### config.mk
export PLATFORM = sky130hd
export DESIGN_NAME = sha256_message_hasher_flat
export DESIGN_NICKNAME = d
export VERILOG_FILES = /design/src/rtl/core/sha256_pkg.sv /design/src/rtl/core/sha256_in_if.sv /design/src/rtl/core/sha256_out_if.sv /design/src/rtl/core/sha256_core.sv /design/src/rtl/core/sha256_message_hasher.sv /design/src/flat_wrapper.sv
export SDC_FILE = /design/constraint.sdc
export NUM_CORES = 2
export LEC_CHECK = 0
export CORE_MARGIN = 4
export CORE_UTILIZATION = 45
export CTS_BUF_LIST = sky130_fd_sc_hd__clkbuf_4 sky130_fd_sc_hd__clkbuf_8
export CTS_CLUSTER_DIAMETER = 40
export CTS_CLUSTER_SIZE = 14
export DETAILED_ROUTE_END_ITERATION = 10
export DONT_BUFFER_PORTS = 1
export GPL_TIMING_DRIVEN = 0
export PLACE_DENSITY_LB_ADDON = 0.1
export SLEW_MARGIN = 20
export SYNTH_ARGS = -nofsm -noshare
export SYNTH_HDL_FRONTEND = slang
export SYNTH_HIERARCHICAL = 1
export SYNTH_SLANG_ARGS = --single-unit
### constraint.sdc
create_clock -name clk -period 27.6 [get_ports clk]
set_input_delay 2.76 -clock clk [delete_from_list [all_inputs] [get_ports clk]]
set_output_delay 2.76 -clock clk [all_outputs]
set_load 0.03 [all_outputs]
### src/rtl/core/sha256_pkg.sv
// Shared types, constants and functions of the SHA-256 message hasher.
// Depends on nothing; every other file of the block imports it.
package sha256_pkg;

  typedef struct packed {
    logic [7:0] data_byte;
    logic       final_byte;
  } in_item_t;

  typedef struct packed {
    logic [31:0] digest_word;
    logic [2:0]  word_number;
    logic        digest_done;
  } out_item_t;

  // Control from the byte sequencer to the compression core.
  typedef struct packed {
    logic load_word;
    logic start;
    logic reinit;
  } core_ctl_t;

  localparam int unsigned WordCount  = 8;
  localparam int unsigned RoundCount = 64;

  function automatic logic [31:0] init_hash(input logic [2:0] idx);
    logic [31:0] h;
    unique case (idx)
      3'd0: h = 32'h6a09e667;
      3'd1: h = 32'hbb67ae85;
      3'd2: h = 32'h3c6ef372;
      3'd3: h = 32'ha54ff53a;
      3'd4: h = 32'h510e527f;
      3'd5: h = 32'h9b05688c;
      3'd6: h = 32'h1f83d9ab;
      default: h = 32'h5be0cd19;
    endcase
    return h;
  endfunction

  function automatic logic [31:0] round_k(input logic [5:0] t);
    logic [31:0] k;
    unique case (t)
      6'd0:  k = 32'h428a2f98;  6'd1:  k = 32'h71374491;
      6'd2:  k = 32'hb5c0fbcf;  6'd3:  k = 32'he9b5dba5;
      6'd4:  k = 32'h3956c25b;  6'd5:  k = 32'h59f111f1;
      6'd6:  k = 32'h923f82a4;  6'd7:  k = 32'hab1c5ed5;
      6'd8:  k = 32'hd807aa98;  6'd9:  k = 32'h12835b01;
      6'd10: k = 32'h243185be;  6'd11: k = 32'h550c7dc3;
      6'd12: k = 32'h72be5d74;  6'd13: k = 32'h80deb1fe;
      6'd14: k = 32'h9bdc06a7;  6'd15: k = 32'hc19bf174;
      6'd16: k = 32'he49b69c1;  6'd17: k = 32'hefbe4786;
      6'd18: k = 32'h0fc19dc6;  6'd19: k = 32'h240ca1cc;
      6'd20: k = 32'h2de92c6f;  6'd21: k = 32'h4a7484aa;
      6'd22: k = 32'h5cb0a9dc;  6'd23: k = 32'h76f988da;
      6'd24: k = 32'h983e5152;  6'd25: k = 32'ha831c66d;
      6'd26: k = 32'hb00327c8;  6'd27: k = 32'hbf597fc7;
      6'd28: k = 32'hc6e00bf3;  6'd29: k = 32'hd5a79147;
      6'd30: k = 32'h06ca6351;  6'd31: k = 32'h14292967;
      6'd32: k = 32'h27b70a85;  6'd33: k = 32'h2e1b2138;
      6'd34: k = 32'h4d2c6dfc;  6'd35: k = 32'h53380d13;
      6'd36: k = 32'h650a7354;  6'd37: k = 32'h766a0abb;
      6'd38: k = 32'h81c2c92e;  6'd39: k = 32'h92722c85;
      6'd40: k = 32'ha2bfe8a1;  6'd41: k = 32'ha81a664b;
      6'd42: k = 32'hc24b8b70;  6'd43: k = 32'hc76c51a3;
      6'd44: k = 32'hd192e819;  6'd45: k = 32'hd6990624;
      6'd46: k = 32'hf40e3585;  6'd47: k = 32'h106aa070;
      6'd48: k = 32'h19a4c116;  6'd49: k = 32'h1e376c08;
      6'd50: k = 32'h2748774c;  6'd51: k = 32'h34b0bcb5;
      6'd52: k = 32'h391c0cb3;  6'd53: k = 32'h4ed8aa4a;
      6'd54: k = 32'h5b9cca4f;  6'd55: k = 32'h682e6ff3;
      6'd56: k = 32'h748f82ee;  6'd57: k = 32'h78a5636f;
      6'd58: k = 32'h84c87814;  6'd59: k = 32'h8cc70208;
      6'd60: k = 32'h90befffa;  6'd61: k = 32'ha4506ceb;
      6'd62: k = 32'hbef9a3f7;  default: k = 32'hc67178f2;
    endcase
    return k;
  endfunction

endpackage

### src/rtl/core/sha256_in_if.sv
// Byte input channel of the SHA-256 message hasher: valid, ready, payload.
// Depends on sha256_pkg for the payload type.
interface sha256_in_if;
  import sha256_pkg::*;

  logic     valid;
  logic     ready;
  in_item_t payload;

  modport source (output valid, output payload, input ready);
  modport sink (input valid, input payload, output ready);
endinterface

### src/rtl/core/sha256_out_if.sv
// Digest output channel of the SHA-256 message hasher: valid, ready, payload.
// Depends on sha256_pkg for the payload type.
interface sha256_out_if;
  import sha256_pkg::*;

  logic      valid;
  logic      ready;
  out_item_t payload;

  modport source (output valid, output payload, input ready);
  modport sink (input valid, input payload, output ready);
endinterface

### src/rtl/core/sha256_core.sv
// SHA-256 compression core: message schedule window, round unit and chaining value.
// Depends on sha256_pkg for the round constants, initial hash and control struct.
module sha256_core (
  input  logic                  clk,
  input  logic                  rst,
  input  sha256_pkg::core_ctl_t ctl,
  input  logic [31:0]           word,
  input  logic [2:0]            rd_idx,
  output logic [31:0]           rd_word,
  output logic                  busy
);
  import sha256_pkg::*;

  logic [31:0] chain [WordCount];
  logic [31:0] vars [WordCount];
  logic [31:0] win [16];
  logic [5:0]  round;
  logic        run;
  logic        fin;

  logic [31:0] s0_big, s1_big, ch, maj, t1, t2;
  logic [31:0] s0_small, s1_small, w_new;

  function automatic logic [31:0] rotr(input logic [31:0] x, input int unsigned n);
    return (x >> n) | (x << (32 - n));
  endfunction

  // One round of the compression function and one schedule word.
  always_comb begin
    s1_big   = rotr(vars[4], 6) ^ rotr(vars[4], 11) ^ rotr(vars[4], 25);
    ch       = (vars[4] & vars[5]) ^ (~vars[4] & vars[6]);
    t1       = vars[7] + s1_big + ch + round_k(round) + win[0];
    s0_big   = rotr(vars[0], 2) ^ rotr(vars[0], 13) ^ rotr(vars[0], 22);
    maj      = (vars[0] & vars[1]) ^ (vars[0] & vars[2]) ^ (vars[1] & vars[2]);
    t2       = s0_big + maj;
    s0_small = rotr(win[1], 7) ^ rotr(win[1], 18) ^ (win[1] >> 3);
    s1_small = rotr(win[14], 17) ^ rotr(win[14], 19) ^ (win[14] >> 10);
    w_new    = s1_small + win[9] + s0_small + win[0];
  end

  assign busy    = run | fin;
  assign rd_word = chain[rd_idx];

  always_ff @(posedge clk) begin
    if (rst) begin
      run   <= 1'b0;
      fin   <= 1'b0;
      round <= '0;
    end else begin
      if (ctl.start) begin
        run   <= 1'b1;
        round <= '0;
      end else if (run) begin
        round <= round + 6'd1;
        if (round == 6'(RoundCount - 1)) begin
          run <= 1'b0;
          fin <= 1'b1;
        end
      end else begin
        fin <= 1'b0;
      end
    end
  end

  // The window is a shift line: word 0 is always the schedule word of this round.
  always_ff @(posedge clk) begin
    if (ctl.load_word || run) begin
      for (int i = 0; i < 15; i++) begin
        win[i] <= win[i + 1];
      end
      win[15] <= ctl.load_word ? word : w_new;
    end
  end

  always_ff @(posedge clk) begin
    if (ctl.start) begin
      for (int i = 0; i < WordCount; i++) begin
        vars[i] <= chain[i];
      end
    end else if (run) begin
      vars[7] <= vars[6];
      vars[6] <= vars[5];
      vars[5] <= vars[4];
      vars[4] <= vars[3] + t1;
      vars[3] <= vars[2];
      vars[2] <= vars[1];
      vars[1] <= vars[0];
      vars[0] <= t1 + t2;
    end
  end

  always_ff @(posedge clk) begin
    if (rst || ctl.reinit) begin
      for (int i = 0; i < WordCount; i++) begin
        chain[i] <= init_hash(3'(i));
      end
    end else if (fin) begin
      for (int i = 0; i < WordCount; i++) begin
        chain[i] <= chain[i] + vars[i];
      end
    end
  end

  a_start_idle: assert property (@(posedge clk) disable iff (rst)
    ctl.start |-> !busy)
    else $error("compression started while the core was busy");

  a_last_round: assert property (@(posedge clk) disable iff (rst)
    (run && round == 6'(RoundCount - 1)) |=> (fin && !run))
    else $error("final round did not lead to the chaining update");

  a_fin_once: assert property (@(posedge clk) disable iff (rst)
    fin |=> !busy)
    else $error("chaining update lasted more than one cycle");

endmodule

### src/rtl/core/sha256_message_hasher.sv
// Top level of the SHA-256 message hasher: byte packing, padding sequencer, digest output.
// Depends on sha256_pkg, sha256_in_if, sha256_out_if and sha256_core.
//
// Use: message bytes enter on msg, one byte per transfer, most significant byte
// of each big-endian word first; final_byte marks the last byte of a message.
// The 256-bit digest leaves on digest as eight 32-bit transfers, word 0 first,
// with digest_done set on word 7. Every message holds at least one byte.
//
// Flow: the byte that completes a 64-byte block starts the compression
// core, which loads the working variables at the accepting edge, then runs
// the 64 rounds (one round per cycle through a single shared round unit),
// adds into the chaining value and hands the byte path back to the
// sequencer; msg.ready stays low from the accepting edge until then. After the
// final byte the padding bytes (0x80, zero fill, 64-bit bit length) are fed
// one per cycle, except while a compression runs, through the same byte path:
// up to 72 bytes and one or two further compressions; then the eight digest
// words are offered one per cycle while the receiver is ready.
// Only one message is in flight: msg.ready is high only while bytes are taken.
//
// Reset (synchronous, active high) restores the initial hash and clears the
// byte position, the byte count and the sequencer. If the receiver stalls, the
// current digest word stays on the port unchanged and nothing further is taken
// until all eight words have been transferred; the initial hash is then restored.
module sha256_message_hasher (
  input logic         clk,
  input logic         rst,
  sha256_in_if.sink   msg,
  sha256_out_if.source digest
);
  import sha256_pkg::*;

  localparam logic [1:0] ST_IN   = 2'd0;
  localparam logic [1:0] ST_PAD  = 2'd1;
  localparam logic [1:0] ST_HASH = 2'd2;
  localparam logic [1:0] ST_OUT  = 2'd3;

  localparam logic [1:0] PH_MARK = 2'd0;
  localparam logic [1:0] PH_ZERO = 2'd1;
  localparam logic [1:0] PH_LEN  = 2'd2;

  localparam logic [5:0] LenStart = 6'd56;

  logic [1:0]  state, state_next;
  logic [1:0]  phase;
  logic [2:0]  len_idx;
  logic        padding;
  logic        pad_done;
  logic [5:0]  pos;
  logic [23:0] partial;
  logic [60:0] count;
  logic [2:0]  out_idx;

  logic        in_fire, out_fire;
  logic        absorb_en, block_full, is_len, pad_last;
  logic [7:0]  pad_byte, absorb_byte;
  logic [63:0] len_bits;
  logic        core_busy;
  logic [31:0] core_word;
  core_ctl_t   ctl;

  assign in_fire  = msg.valid && msg.ready;
  assign out_fire = digest.valid && digest.ready;

  assign msg.ready    = (state == ST_IN);
  assign digest.valid = (state == ST_OUT);
  assign digest.payload.digest_word = core_word;
  assign digest.payload.word_number = out_idx;
  assign digest.payload.digest_done = (out_idx == 3'(WordCount - 1));

  // Padding byte source. Once the zero fill reaches byte 56 the length bytes follow.
  assign len_bits = {count, 3'b000};
  assign is_len   = (phase == PH_LEN) || (phase == PH_ZERO && pos == LenStart);
  assign pad_last = (state == ST_PAD) && is_len && (len_idx == 3'd0);

  always_comb begin
    if (phase == PH_MARK) begin
      pad_byte = 8'h80;
    end else if (is_len) begin
      pad_byte = len_bits[{len_idx, 3'b000} +: 8];
    end else begin
      pad_byte = 8'h00;
    end
  end

  assign absorb_en   = in_fire || (state == ST_PAD);
  assign absorb_byte = in_fire ? msg.payload.data_byte : pad_byte;
  assign block_full  = absorb_en && (pos == 6'd63);

  assign ctl.load_word = absorb_en && (pos[1:0] == 2'b11);
  assign ctl.start     = block_full;
  assign ctl.reinit    = out_fire && (out_idx == 3'(WordCount - 1));

  sha256_core u_core (
    .clk     (clk),
    .rst     (rst),
    .ctl     (ctl),
    .word    ({partial, absorb_byte}),
    .rd_idx  (out_idx),
    .rd_word (core_word),
    .busy    (core_busy)
  );

  always_comb begin
    state_next = state;
    unique case (state)
      ST_IN: begin
        if (in_fire) begin
          if (block_full) begin
            state_next = ST_HASH;
          end else if (msg.payload.final_byte) begin
            state_next = ST_PAD;
          end
        end
      end
      ST_PAD: begin
        if (block_full) begin
          state_next = ST_HASH;
        end
      end
      ST_HASH: begin
        if (!core_busy) begin
          if (pad_done) begin
            state_next = ST_OUT;
          end else if (padding) begin
            state_next = ST_PAD;
          end else begin
            state_next = ST_IN;
          end
        end
      end
      ST_OUT: begin
        if (ctl.reinit) begin
          state_next = ST_IN;
        end
      end
      default: state_next = ST_IN;
    endcase
  end

  // The word under assembly only needs its three older bytes kept.
  always_ff @(posedge clk) begin
    if (absorb_en) begin
      partial <= {partial[15:0], absorb_byte};
    end
  end

  always_ff @(posedge clk) begin
    if (rst) begin
      state    <= ST_IN;
      phase    <= PH_MARK;
      len_idx  <= 3'd7;
      padding  <= 1'b0;
      pad_done <= 1'b0;
      pos      <= '0;
      count    <= '0;
      out_idx  <= '0;
    end else begin
      state <= state_next;
      if (absorb_en) begin
        pos <= pos + 6'd1;
      end
      if (in_fire) begin
        count <= count + 61'd1;
        if (msg.payload.final_byte) begin
          padding <= 1'b1;
          phase   <= PH_MARK;
          len_idx <= 3'd7;
        end
      end
      if (state == ST_PAD) begin
        if (phase == PH_MARK) begin
          phase <= PH_ZERO;
        end else if (is_len) begin
          phase   <= PH_LEN;
          len_idx <= len_idx - 3'd1;
          if (len_idx == 3'd0) begin
            pad_done <= 1'b1;
          end
        end
      end
      if (out_fire) begin
        if (ctl.reinit) begin
          padding  <= 1'b0;
          pad_done <= 1'b0;
          count    <= '0;
          pos      <= '0;
          out_idx  <= '0;
        end else begin
          out_idx <= out_idx + 3'd1;
        end
      end
    end
  end

  a_len_at_boundary: assert property (@(posedge clk) disable iff (rst)
    pad_last |-> block_full)
    else $error("length field did not end on a block boundary");

  a_out_core_idle: assert property (@(posedge clk) disable iff (rst)
    (state == ST_OUT) |-> !core_busy)
    else $error("digest offered while a compression was running");

  a_start_word: assert property (@(posedge clk) disable iff (rst)
    ctl.start |-> ctl.load_word)
    else $error("block started without its last word");

endmodule

### src/flat_wrapper.sv
// flat-port wrapper written by rule: the top's interface ports become plain ports
module sha256_message_hasher_flat import sha256_pkg::*;
  (clk, rst, msg_valid, msg_payload, msg_ready, digest_valid, digest_payload, digest_ready);
  sha256_in_if msg_i ();
  sha256_out_if digest_i ();
  input logic clk;
  input logic rst;
  input wire logic [$bits(msg_i.valid)-1:0] msg_valid;
  input wire logic [$bits(msg_i.payload)-1:0] msg_payload;
  output wire logic [$bits(msg_i.ready)-1:0] msg_ready;
  output wire logic [$bits(digest_i.valid)-1:0] digest_valid;
  output wire logic [$bits(digest_i.payload)-1:0] digest_payload;
  input wire logic [$bits(digest_i.ready)-1:0] digest_ready;
  assign msg_i.valid = msg_valid;
  assign msg_i.payload = msg_payload;
  assign msg_ready = msg_i.ready;
  assign digest_valid = digest_i.valid;
  assign digest_payload = digest_i.payload;
  assign digest_i.ready = digest_ready;
  sha256_message_hasher u_core (.clk(clk), .rst(rst), .msg(msg_i), .digest(digest_i));
endmodule
======== Word-level counts from Yosys, hierarchy flattened ========
Memory sizes are Yosys's and may differ from the RTL's. A register that Yosys moved wholly into a read port is not among the register bits.
Index checks and enable logic that the tools add are counted.
operators by class
  mux-type cells .......................... 85
  reduce and logical (&&, ||, !) cells .... 16
  bitwise operators ....................... 45
  $add $sub $neg .......................... 23
  equal/unequal tests ..................... 16
  shift operators ......................... 1
operators with widths
  operator                                       number
  2-to-1 mux 32 bit                              25
  adder 32 bit                                   18
  XOR 32 bit                                     9
  2-to-1 mux 61 bit                              3
  AND 32 bit                                     5
  variable part select 64 x 7 -> 8 bit           1
  adder 61 x 1 -> 61 bit, second input constant  1
  NOT 32 bit                                     1
  bitwise OR 10 x 32 -> 32 bit                   1
  bitwise OR 13 x 32 -> 32 bit                   1
  bitwise OR 14 x 32 -> 32 bit                   1
  bitwise OR 15 x 32 -> 32 bit                   1
  bitwise OR 19 x 32 -> 32 bit                   1
  bitwise OR 21 x 32 -> 32 bit                   1
  bitwise OR 25 x 32 -> 32 bit                   1
  bitwise OR 26 x 32 -> 32 bit                   1
  bitwise OR 30 x 32 -> 32 bit                   1
  bitwise OR 7 x 32 -> 32 bit                    1
  XOR 32 x 22 -> 32 bit                          1
  XOR 32 x 29 -> 32 bit                          1
  2-to-1 mux 6 bit                               5
  2-to-1 mux 1 bit                               28
  2-to-1 mux 2 bit                               12
  2-to-1 mux 3 bit                               8
  21 further kinds                               58
storage, ports and cells
  bits in writable memories ............... 1,024
  register bits ........................... 111
  bits in read-only memories .............. 2,048
  memories kept ........................... 4
memories
  name                 depth  bits a word  rd ports  clocked after memory_dff  write ports  line               RTL
  (no name shown)      64     32           1         1                         0            sha256_pkg.sv:43   unique case (t)
  u_core.u_core.win    16     32           16        0                         16           sha256_core.sv:16  logic [31:0] win [16];
  u_core.u_core.chain  8      32           9         1                         8            sha256_core.sv:14  logic [31:0] chain [WordCount];
  u_core.u_core.vars   8      32           8         0                         8            sha256_core.sv:15  logic [31:0] vars [WordCount];

======== Depth between registers and ports, before layout ========
An unclocked memory read counts as a cell.
  depth after elaboration ................. 10
  gate-level depth with buffers ........... 33
  mapped depth without buffers ............ 32

======== By module ========
Netlist, hierarchy kept.
by module, submodules not included
  module                 area an instance (um^2)  seq. area each (um^2)  instances  cells an instance
  sha256_core            65,157.5                 31,550.3               1          5,853
  sha256_message_hasher  5,127.4                  2,302.2                1          543

======== Least setup slack after synthesis ========
Ideal clock, no wire load.
  path type ............................... input -> register
  start point ............................. input port msg_valid
  end point ............................... memory u_core.u_core.win[0][0], enable pin
  stages .................................. 6
  library setup time ...................... 667 ps
  arrival time ............................ 10,225 ps
  data required time ...................... 26,933 ps
  buffers on the path ..................... 2
  setup slack ............................. 16,708 ps
  cells stage by stage .................... o21bai_1 inv_1 and2_1 clkbuf_1 clkbuf_1 or2_2
RTL lines
  item             line               RTL
  start, declared  flat_wrapper.sv:8  input wire logic [$bits(msg_i.valid)-1:0] msg_valid;
  end, declared    sha256_core.sv:16

==> results.sh <==
export IMPL_grt_pass1_vias=52300
export IMPL_cp_end_kind="flop"
export IMPL_synth_largest_area_cell="edfxtp_1"
export IMPL_max_freq_ghz=0.107
export IMPL_cp_max_fo=6
export IMPL_hold_violations=0
export IMPL_power_density_nw_per_um2=54.8
export IMPL_cts_buffers=197
export IMPL_cap_viol_max_count=0
export IMPL_ys_seq_elements=1167
export IMPL_yosysSeqAreaShare_pct=48.2
export IMPL_grt_pass1_wl_mm=348
export IMPL_arrival_ns=10.03
export IMPL_worst_path_max_delay_cell="xnor2_1"
export IMPL_cts_tree="yes"
export IMPL_overflow=0
export IMPL_drc_errors=0
export IMPL_cp_required_ns=28.25
export IMPL_final_max_slew_viol_count=0
export IMPL_ys_warn_count=6
export IMPL_num_vias=51400
export IMPL_hpwl_mm=186
export IMPL_cts_resized_gates=0
export IMPL_synthTopCellsByArea="edfxtp_1 45%, ha_1 7.1%, fa_1 5.6%, nand2_1 5.4%, xnor2_1 4.9%"
export IMPL_setup_viol=0
export IMPL_holdCritStartpoint="u_core/u_core/win[1][105]"
export IMPL_timing_setup_tns_ns=0
export IMPL_synth_top_area_share_pct=44.8
export IMPL_wirelength_mm=240
export IMPL_die_height_um=403
export IMPL_wl_per_cell_um=27.1
export IMPL_synth_edf_count=1048
export IMPL_cp_startpoint="u_core/u_core/vars[1][28]"
export IMPL_grt_max_degree=89
export IMPL_worstReg2RegEnd="u_core/u_core/vars[0][29]"
export IMPL_pre_cts_ws_ns=17.88
export IMPL_num_io_pins=51
export IMPL_syn2layout_area_growth_pct=11.4
export IMPL_drtIter0Drc=4457
export IMPL_grt_use_total_pct=29.2
export IMPL_r2r_start="u_core/u_core/vars[1][28]"
export IMPL_status="finished, final reports clean"
export IMPL_finClkSkew_ns=0.0668
export IMPL_root_buffer="clkbuf_8"
export IMPL_synth_cell_types=101
export IMPL_synth_area_um2=70300
export IMPL_r2r_slack_ns=18.22
export IMPL_ys_async_sr_fraction_pct=0
export IMPL_h_tree_depth=4
export IMPL_max_stage_delay_ns=0.70
export IMPL_postLayoutSetupSlackWorst_ns=18.22
export IMPL_start_util_pct=45.5
export IMPL_hold_path_class="flop to flop"
export IMPL_antenna_found_initial=10
export IMPL_postSynthAreaPerCell_um2=11.0
export IMPL_holdPathEnd="u_core/u_core/win[1][73]"
export IMPL_period_needed_ns=9.38
export IMPL_drive_above_1_share_pct=9.05
export IMPL_port_buffers=0
export IMPL_rows=144
export IMPL_cp_start_kind="flop"
export IMPL_dieArea_um2=163000
export IMPL_cts_clk_slew_worst_paths_ns=0.08
export IMPL_p_leak_nw=29.3
export IMPL_ant_nets=0
export IMPL_post_cts_buffers=0
export IMPL_path_class="flop to flop"
export IMPL_firstDrtPassIters=8
export IMPL_holdPathStages=0
export IMPL_holdBufCountCts=0
export IMPL_ir_drop_mv=0.0530
export IMPL_synth_flop_cell="edfxtp_1"
export IMPL_reg2reg_depth=29
export IMPL_worstMarginPinSlew_ns=1.19
export IMPL_nets=7221
export IMPL_syn_nets=7001
export IMPL_vias_per_cell=5.81
export IMPL_final_period_utilization_pct=34.0
export IMPL_gp_congestion=0.983
export IMPL_cts_sinks=1167
export IMPL_rsz0062_at_grt="false"
export IMPL_max_slew_margin_pct=20.8
export IMPL_core_area_um2=155000
export IMPL_ctsLongestPathBuffers=3
export IMPL_die_w_um=403
export IMPL_synthCells=6396
export IMPL_worstSkewPairLatency_ns=0.94
[worst max-delay path: cells and delay by family (launching register included)]
family,cells,cell delay [ns]
compound gates,10,2.81
fa+ha+maj,6,2.77
xor+xnor,4,1.56
buf+inv,5,0.80
simple gates,4,0.79
flops,1,0.37
[sequential cells by signal (all words and copies together) (netlist names), 2 cells and up, named ones only]
| name | count |
|---|---|
| u_core/u_core/win | 512 |
| u_core/u_core/chain | 256 |
| u_core/u_core/vars | 256 |
| u_core/count | 61 |
| u_core/partial | 24 |
| u_core/pos | 6 |
| u_core/u_core/round | 6 |
| u_core/len_idx | 3 |
| u_core/out_idx | 3 |
| u_core/phase | 2 |
| u_core/state | 2 |
[cells in the final DEF (no fill, tap or decap), types with 20 or more instances in the layout]
| master | n |
|---|---|
| edfxtp_1 | 1048 |
| nand2_1 | 1012 |
| ha_1 | 397 |
| xnor2_1 | 395 |
| a21oi_1 | 370 |
| nor2_1 | 362 |
| o21ai_0 | 347 |
| inv_1 | 258 |
| clkbuf_1 | 217 |
| clkbuf_8 | 204 |
| xor2_1 | 202 |
| fa_1 | 195 |
| a21o_1 | 172 |
| dfxtp_1 | 119 |
| nand3_1 | 94 |
| nor3_1 | 93 |
| mux4_2 | 76 |
| mux2_2 | 67 |
| nand2b_1 | 63 |
| o21a_1 | 62 |
| nor2b_1 | 51 |
| or3_1 | 51 |
| a31oi_1 | 50 |
| a211oi_1 | 49 |
| nand4_1 | 47 |
| o21bai_1 | 46 |
| and3_1 | 39 |
| o211ai_1 | 38 |
| bufinv_16 | 33 |
| o31ai_1 | 25 |
| clkbuf_4 | 24 |
| or2_2 | 24 |
| clkinv_2 | 22 |
| and2_1 | 22 |
| buf_1 | 22 |
| o21ai_1 | 22 |
| maj3_1 | 22 |
| clkinv_1 | 20 |
| nor4_1 | 20 |
[layout make-up]
cell class	instances	area [um2]
Fill cell	14000	76300
Antenna cell	9	22.5
Multi-Input combinational cell	4695	34400
Sequential cell	1167	33900
Timing Repair Buffer	21	517
Tap cell	2044	2560
Clock buffer	226	2960
Clock inverter	144	1880
Buffer	270	1070
Inverter	264	998
[where the power goes]
part	switching, mW	internal (mW)	leakage (nW)
logic	0.235	0.157	16.3
clock network	0.834	1.06	2.43
registers	0.0358	1.96	10.6
[worst max path at each step]
stage,end,cells after the start
floorplan,u_core/u_core/win[0][0],6
global placement,u_core/u_core/vars[0][31],8
detailed placement,flop,17
CTS,u_core/u_core/vars[0][29],29
global route,u_core/u_core/vars[0][29],29
finish,u_core/u_core/vars[0][29],29
[cells in the mapped netlist (49+ instances only)]
library cell,number
nand2_1,1012
clkbuf_1,236
fa_1,195
nand3_1,94
xnor2_1,395
edfxtp_1,1048
nor2_1,363
o21ai_0,350
or3_1,52
o21a_1,62
xor2_1,202
a21oi_1,370
inv_1,259
a211oi_1,49
a31oi_1,50
mux4_2,76
nor2b_1,51
nand2b_1,63
mux2_2,67
ha_1,397
nor3_1,93
a21o_1,172
dfxtp_1,119
[through the flow]
stage / utilization [%] / instance area, um2 / power, mW / cells / hold WS [ns]
2_1_floorplan: - / 70300 / 2.31 / 6396 / 0.400
3_3_place_gp: 47.1 / 72800 / 2.42 / 8440 / 0.400
3_5_place_dp: 47.5 / 73400 / 2.42 / 8461 / 0.405
4_1_cts: 50.6 / 78200 / 4.33 / 8831 / 0.392
5_1_grt: 50.6 / 78300 / 4.47 / 8837 / 0.403
6_report: 50.6 / 78300 / 4.29 / 8840 / 0.401
[routing by layer]
layer	up-vias	GRT usage [%]	part of all wire, %
met4	6	16.0	6.0
met3	555	4.12	5.2
met2	1703	50.5	49
li1	23600	-	-
met1	25500	35.3	40
met5	-	0	0.020
[kinds of logic after synthesis]
family,Yosys count,share of synthesized area (%)
xor+xnor,597,7.44
simple gates,1947,12.3
flops,1167,48.2
mux,160,3.77
compound gates,1377,12.5
buf+inv,534,2.90
fa+ha+maj,614,12.9
(Power assumes the default switching activity.)
